$ cat src/co2fr_pkg.sv
package co2fr_pkg;

  localparam logic [7:0] START_BYTE = 8'hFF;
  localparam logic [7:0] ECHO_BYTE  = 8'h86;

  // frame positions
  localparam logic [3:0] POS_START = 4'd0;
  localparam logic [3:0] POS_ECHO  = 4'd1;
  localparam logic [3:0] POS_HIGH  = 4'd2;
  localparam logic [3:0] POS_LOW   = 4'd3;
  localparam logic [3:0] FRAME_LEN = 4'd9;
  localparam logic [3:0] POS_CHECK = FRAME_LEN - 4'd1;

  // one held byte word between input stage and parser
  typedef struct packed {
    logic       valid;
    logic [7:0] data;
  } byte_word_t;

endpackage

$ cat src/co2_sensor_frame_receiver.sv
// channel | direction | handshake          | payload
// --------+-----------+--------------------+--------------------------------
// in      | input     | in_valid/in_stall  | rx_byte[7:0], one frame byte
// out     | output    | out_valid/out_stall| concentration_ppm[15:0]
//
// One word per cycle sustained while the output is not stalled. A byte is
// registered in the input register, then the parser updates frame state and
// loads the result register in the same cycle. Synchronous reset clears
// frame position, sums and valids.
// A stalled result blocks the parser, which then backs up the input register;
// in_stall rises only when that register is full and cannot drain.
module co2_sensor_frame_receiver
  import co2fr_pkg::*;
(
  input  logic        clk,
  input  logic        rst,
  input  logic        in_valid,
  output logic        in_stall,
  input  logic [7:0]  rx_byte,
  output logic        out_valid,
  input  logic        out_stall,
  output logic [15:0] concentration_ppm
);

  byte_word_t held;
  logic       take;

  // input register: parts the upstream handshake from the parser
  co2fr_in_stage u_in_stage (
    .clk      (clk),
    .rst      (rst),
    .in_valid (in_valid),
    .in_stall (in_stall),
    .rx_byte  (rx_byte),
    .take     (take),
    .held     (held)
  );

  // header check, checksum, concentration capture, result register
  co2fr_parse u_parse (
    .clk               (clk),
    .rst               (rst),
    .held              (held),
    .take              (take),
    .out_valid         (out_valid),
    .out_stall         (out_stall),
    .concentration_ppm (concentration_ppm)
  );

endmodule

$ cat src/co2fr_in_stage.sv
module co2fr_in_stage
  import co2fr_pkg::*;
(
  input  logic       clk,
  input  logic       rst,
  input  logic       in_valid,
  output logic       in_stall,
  input  logic [7:0] rx_byte,
  input  logic       take,
  output byte_word_t held
);

  byte_word_t held_next;

  // full and not drained this cycle
  assign in_stall = held.valid && !take;

  always_comb begin
    held_next = held;
    if (in_valid && !in_stall) begin
      held_next.valid = 1'b1;
      held_next.data  = rx_byte;
    end else if (take) begin
      held_next.valid = 1'b0;
    end
  end

  always_ff @(posedge clk) begin
    if (rst) begin
      held.valid <= 1'b0;
    end else begin
      held.valid <= held_next.valid;
    end
    held.data <= held_next.data;
  end

endmodule

$ cat src/co2fr_parse.sv
module co2fr_parse
  import co2fr_pkg::*;
(
  input  logic        clk,
  input  logic        rst,
  input  byte_word_t  held,
  output logic        take,
  output logic        out_valid,
  input  logic        out_stall,
  output logic [15:0] concentration_ppm
);

  logic [3:0]  byte_position, byte_position_next;
  logic [7:0]  first_byte_seen, first_byte_seen_next;
  logic [7:0]  running_sum, running_sum_next;
  logic [7:0]  concentration_high, concentration_high_next;
  logic [7:0]  concentration_low, concentration_low_next;
  logic        out_ready;
  logic        hit;
  logic [7:0]  b;

  assign out_ready = !out_valid || !out_stall;
  assign take      = held.valid && out_ready;
  assign b         = held.data;

  always_comb begin
    byte_position_next      = byte_position;
    first_byte_seen_next    = first_byte_seen;
    running_sum_next        = running_sum;
    concentration_high_next = concentration_high;
    concentration_low_next  = concentration_low;
    hit                     = 1'b0;
    if (take) begin
      priority if (byte_position == POS_START || byte_position >= FRAME_LEN) begin
        first_byte_seen_next = b;
        byte_position_next   = POS_ECHO;
      end else if (byte_position == POS_ECHO) begin
        if (first_byte_seen != START_BYTE || b != ECHO_BYTE) begin
          // bad header: drop the pair, start over
          byte_position_next      = POS_START;
          first_byte_seen_next    = 8'd0;
          running_sum_next        = 8'd0;
          concentration_high_next = 8'd0;
          concentration_low_next  = 8'd0;
        end else begin
          running_sum_next   = b;
          byte_position_next = POS_HIGH;
        end
      end else if (byte_position == POS_CHECK) begin
        byte_position_next = POS_START;
        hit = ((~running_sum) + 8'd1) == b;
      end else begin
        if (byte_position == POS_HIGH) begin
          concentration_high_next = b;
        end else if (byte_position == POS_LOW) begin
          concentration_low_next = b;
        end
        running_sum_next   = running_sum + b;
        byte_position_next = byte_position + 4'd1;
      end
    end
  end

  always_ff @(posedge clk) begin
    if (rst) begin
      byte_position      <= POS_START;
      first_byte_seen    <= 8'd0;
      running_sum        <= 8'd0;
      concentration_high <= 8'd0;
      concentration_low  <= 8'd0;
      out_valid          <= 1'b0;
    end else begin
      byte_position      <= byte_position_next;
      first_byte_seen    <= first_byte_seen_next;
      running_sum        <= running_sum_next;
      concentration_high <= concentration_high_next;
      concentration_low  <= concentration_low_next;
      if (out_ready) begin
        out_valid <= hit;
      end
    end
    if (out_ready && hit) begin
      concentration_ppm <= {concentration_high, concentration_low};
    end
  end

endmodule

$ cat config.mk
export PLATFORM = sky130hd
export DESIGN_NAME = co2_sensor_frame_receiver
export DESIGN_NICKNAME = d
export VERILOG_FILES = /design/src/co2fr_pkg.sv /design/src/co2_sensor_frame_receiver.sv /design/src/co2fr_in_stage.sv /design/src/co2fr_parse.sv
export SDC_FILE = /design/constraint.sdc
export NUM_CORES = 1
export LEC_CHECK = 0
export ABC_AREA = 1
export ABC_CLOCK_PERIOD_IN_PS = 3000
export BUFFER_PORTS_ARGS = -buffer_cell sky130_fd_sc_hd__buf_2
export CORE_AREA = 2 2 99 72
export DETAILED_ROUTE_END_ITERATION = 7
export DIE_AREA = 0 0 101 74
export GPL_TIMING_DRIVEN = 0
export PLACE_DENSITY = 0.68
export SYNTH_ARGS = -nofsm -noshare
export SYNTH_HDL_FRONTEND = slang
export SYNTH_SLANG_ARGS = --single-unit
$ cat constraint.sdc
create_clock -name clk -period 3 [get_ports clk]
set_input_delay 0.15 -clock clk [delete_from_list [all_inputs] [get_ports clk]]
set_output_delay 0.15 -clock clk [all_outputs]
set_load 0.05 [all_outputs]
==> summary.md <==
The clock net in this run drives a total of 62 sinks. Setup repair after global routing left no endpoint under its margin. Buffers placed on the I/O ports in this run total 28. For this design the ratio of total power to cell area is 530 mW/mm². For the worst setup skew after layout, the log shows 13.5 ps.

The total nets after synthesis came out at 423. TritonCTS built the clock tree. Final estimated routing congestion in global placement: 0.923.

The fraction of the cycle the final worst path needs is 74.7%. The worst hold path belongs to the class input port to register. The reg-to-reg endpoint was u_parse.concentration_ppm[12]. In this run the tightest slew margin relative to its limit is 68.3%. The run finished with clean final reports. The number of nets with antenna violations after routing was 0.

The tools report the worst min-delay path startpoint as out_stall. Clock latency on the worst-skew pair, taken at its later pin, is 350 ps. Standard cell with the maximum stage delay on the critical path: sky130_fd_sc_hd__dfxtp_1. For flop-to-flop paths, the worst setup slack is 760 ps. Cell at the root of the clock tree: sky130_fd_sc_hd__clkbuf_8. The logs give 397 for the number of instances in the synthesized netlist and 41 for the distinct cell type count after synthesis. The delay of the slowest critical-path stage was 400 ps; the required time reported for the critical path endpoint was 3060 ps. Timing would allow up to 0.446 GHz. The tools report the total track usage as 20.6%. Among cell families on the critical path, the largest total delay comes from simple AND/OR/NAND/NOR gates. By instance count, the cell type seen most on the critical path is sky130_fd_sc_hd__nor2_1. The critical path is of the register to register type.

The run gives 0 as the number of max-cap violations. The signal on the critical path passes through inv_1, ha_1, nor2_1, nand2_2, nand2_4, nand2_1, nor2_1, nand3_1, nor3_2, buf_6. In the final layout, the multi-input gates occupy 0.00146 mm². The worst hold path was traced through 3 stages. The sum of net half-perimeters after detailed placement was 5180 µm.

In this run the deepest clock path goes through 2 buffers. The H-tree generated during clock tree synthesis spans 3 levels. The average cell area after synthesis is 8.02 µm², and the worst hold slack across all endpoints is 95.2 ps. 0 antenna diodes ended up in the layout. In the routed design, unresolved DRC markers number 0. The filler cells instantiated in the layout total 600. After global routing the overflow that remains totals 0. The post-CTS clock slew at the launch and capture registers of the worst setup and hold paths works out to 80 ps. For the Yosys warning count, the log shows 0. Setup violations remaining at the end of the flow were counted as 0.

After detailed routing, the number of vias per cell comes to 5.18. The total wirelength of the detailed-routed design was 7030 µm. The number of cells on the worst reg-to-reg path is 10. In this run the critical register-to-register path is launched from u_parse.byte_position[1].

Summing over every cut layer, the via total after detailed routing is 2749. The number of hold-slack violations in the final timing report came out at 0. Before CTS, the worst setup slack after placement is 764 ps. The first-pass detailed-route iteration total was 4; the post-synthesis register bit count was 62.

The area growth from synthesis to final layout works out to 17.8%. The floorplan step defined a die boundary enclosing 0.00747 mm². Of all nets on the critical path, the largest fanout is 13. The first global-routing pass estimated 11700 µm of wire. Commonest register cell after synthesis: sky130_fd_sc_hd__dfxtp_1. Number of antenna violations at the first check in global routing: 0. The number of setup buffers added after CTS is 0. For this design the static power due to leakage is 0.00167 µW. The netlist area before placement is 0.00319 mm², and the total I/O pin count is 30.

Once the floorplan was initialized, standard cells occupied 48.5% of the core. The share of layout cells above drive strength 1 was 16.4%; the share of synthesized area occupied by flip-flops and latches was 46.5%. The clock period could shrink to 2240 ps.

The number of buffers added by the clock tree synthesis step is 9. The die span in y came out at 74 µm. The path with the worst hold slack has its endpoint at u_parse.out_valid.

Data on the critical path arrives at its endpoint at 2300 ps. The net count of the finished layout is 471. The pin count of the biggest net entering global routing is 14, and the area taken by flip-flops and latches is 0.00148 mm². The least setup slack across all paths after layout came out at 760 ps.

Kind of start point of the critical path: a register. After the first detailed-routing iteration, the DRC count stood at 237. STA classifies the critical path endpoint as a register. Measured along the x axis, the die boundary spans 101 µm. The floorplan has 25 rows.

The largest voltage drop on the vdd net is 0.320 mV. Counting flops with an async set or reset pin after synthesis yields a share of 0%. The run gives 1990 µW as the power consumption.

The count of flip-flops with a built-in enable after synthesis is 24. The number of global-route vias before repair came out at 2463. The slew at the pin closest to its max-slew limit is 474 ps, and the detail-routed net length per standard cell is 13.2 µm.

The floorplan step defined a core boundary enclosing 0.00657 mm². For the number of max-slew violations in the final report, the log shows 0. The number of buffers and inverters on the critical path is 2.
[state kept, by name, indices dropped and copies added, names as in the netlist]
register,flops
u_parse.concentration_ppm,16
u_parse.out_valid,1
u_parse.concentration_low,8
u_parse.running_sum,8
u_parse.first_byte_seen,8
u_parse.byte_position,4
u_in_stage.held,9
u_parse.concentration_high,8
[placed cells by master, fill, tap and decap left out, drive strengths merged]
cell and instances:
clkbuf 12, inv 45, o221ai 1, nand3b 3, a21boi 1, buf 38
o21ai 11, nand3 36, a21o 1, xnor2 3, dfxtp 38, clkinv 3
nand4 3, o211ai 2, a21oi 42, ha 13, xor2 2, a31oi 2
nor2 47, dlygate4sd3 8, or2 1, nor2b 1, fa 1, nor3 4
edfxtp 24, a211oi 1, nand2 105, bufinv 2
[routing by layer]
metal,track usage (%),up-vias,part of all wire [%]
met5,0,-,0
met4,4.05,0,0.70
met3,5.64,6,5.9
met2,32.3,76,44
met1,29.0,1264,50
li1,-,1403,-
[where the power goes]
| part | internal [µW] | switching, µW | total, µW |
|---|---|---|---|
| logic | 83.0 | 137 | 219 |
| clock network | 479 | 367 | 846 |
| registers | 894 | 28.8 | 923 |
[stage by stage]
| stage | util, % | setup TNS (ps) | cell area (µm²) | instances |
|---|---|---|---|---|
| after floorplan | - | 0 | 3190 | 397 |
| after global placement | 52.2 | -5490 | 3430 | 506 |
| after detailed placement | 52.4 | 0 | 3440 | 507 |
| after CTS | 57.1 | 0 | 3750 | 531 |
| after global routing | 57.1 | 0 | 3750 | 531 |
| final | 57.1 | 0 | 3750 | 531 |
[synth_stat cells, types with 2 or more instances]
master / instances / area, µm²
sky130_fd_sc_hd__nand3_1: 35 / 175
sky130_fd_sc_hd__xor2_1: 2 / 17.5
sky130_fd_sc_hd__edfxtp_1: 24 / 721
sky130_fd_sc_hd__xnor2_1: 3 / 26.3
sky130_fd_sc_hd__o21ai_0: 4 / 20.0
sky130_fd_sc_hd__nor3_1: 4 / 20.0
sky130_fd_sc_hd__nand4_1: 2 / 12.5
sky130_fd_sc_hd__nand3b_1: 2 / 15.0
sky130_fd_sc_hd__clkbuf_1: 3 / 11.3
sky130_fd_sc_hd__buf_2: 4 / 20.0
sky130_fd_sc_hd__nand2_2: 4 / 25.0
sky130_fd_sc_hd__inv_1: 40 / 150
sky130_fd_sc_hd__nor2_4: 2 / 22.5
sky130_fd_sc_hd__nand2_4: 2 / 22.5
sky130_fd_sc_hd__o211ai_1: 2 / 15.0
sky130_fd_sc_hd__nor2_2: 2 / 12.5
sky130_fd_sc_hd__a21oi_1: 41 / 205
sky130_fd_sc_hd__a31oi_1: 2 / 12.5
sky130_fd_sc_hd__nand2_1: 99 / 372
sky130_fd_sc_hd__o21ai_1: 6 / 30.0
sky130_fd_sc_hd__nor2_1: 43 / 161
sky130_fd_sc_hd__ha_1: 13 / 163
sky130_fd_sc_hd__buf_6: 3 / 33.8
sky130_fd_sc_hd__dfxtp_1: 38 / 761
[worst reg2reg max path, cell delays in order (launching register included)]
cell and delay (ps):
sky130_fd_sc_hd__dfxtp_1 400, sky130_fd_sc_hd__inv_1 100, sky130_fd_sc_hd__ha_1 230, sky130_fd_sc_hd__nor2_1 140
sky130_fd_sc_hd__nand2_2 80, sky130_fd_sc_hd__nand2_4 110, sky130_fd_sc_hd__nand2_1 110, sky130_fd_sc_hd__nor2_1 100
sky130_fd_sc_hd__nand3_1 90, sky130_fd_sc_hd__nor3_2 350, sky130_fd_sc_hd__buf_6 230
[how the worst max path moves through the flow]
| stage | from | end | slack (ps) | depth (start not counted) |
|---|---|---|---|---|
| floorplan | u_parse.byte_position[1] | u_parse.concentration_ppm[0] | 270 | 9 |
| detailed placement | u_parse.byte_position[1] | u_parse.concentration_ppm[13] | 760 | 10 |
| CTS | u_parse.byte_position[1] | u_parse.concentration_ppm[7] | 740 | 10 |
| global route | u_parse.byte_position[1] | u_parse.concentration_ppm[7] | 580 | 10 |
| finish | u_parse.byte_position[1] | u_parse.concentration_ppm[12] | 760 | 10 |
| global placement | u_parse.byte_position[1] | u_parse.concentration_ppm[13] | -340 | 9 |
[cell families after synthesis]
logic type / count (synthesis) / share of synthesized area, %
and+or+nand+nor: 200 / 28.0
DFF: 62 / 46.5
AOI/OAI and AO/OA: 61 / 10.4
buffers and inverters: 55 / 7.93
adders and majority gates: 14 / 5.73
xor gates and xnor gates: 5 / 1.37
[repair_timing]
action | in CTS | in global routing
endpoints found under the hold margin | 8 | 0
hold buffers | 8 | 0
gates resized for setup | 0 | 0
[final cells by class]
| class | instances | share of cell area (%) |
|---|---|---|
| plain buffers | 12 | 2.33 |
| clock buffers | 9 | 3.30 |
| clock inverters | 7 | 2.77 |
| well taps | 81 | 2.70 |
| inverters | 43 | 4.40 |
| multi-input cells | 280 | 38.8 |
| repair buffers | 37 | 6.17 |
| flip-flops and latches | 62 | 39.5 |
Power figures use the tool's default switching activity.
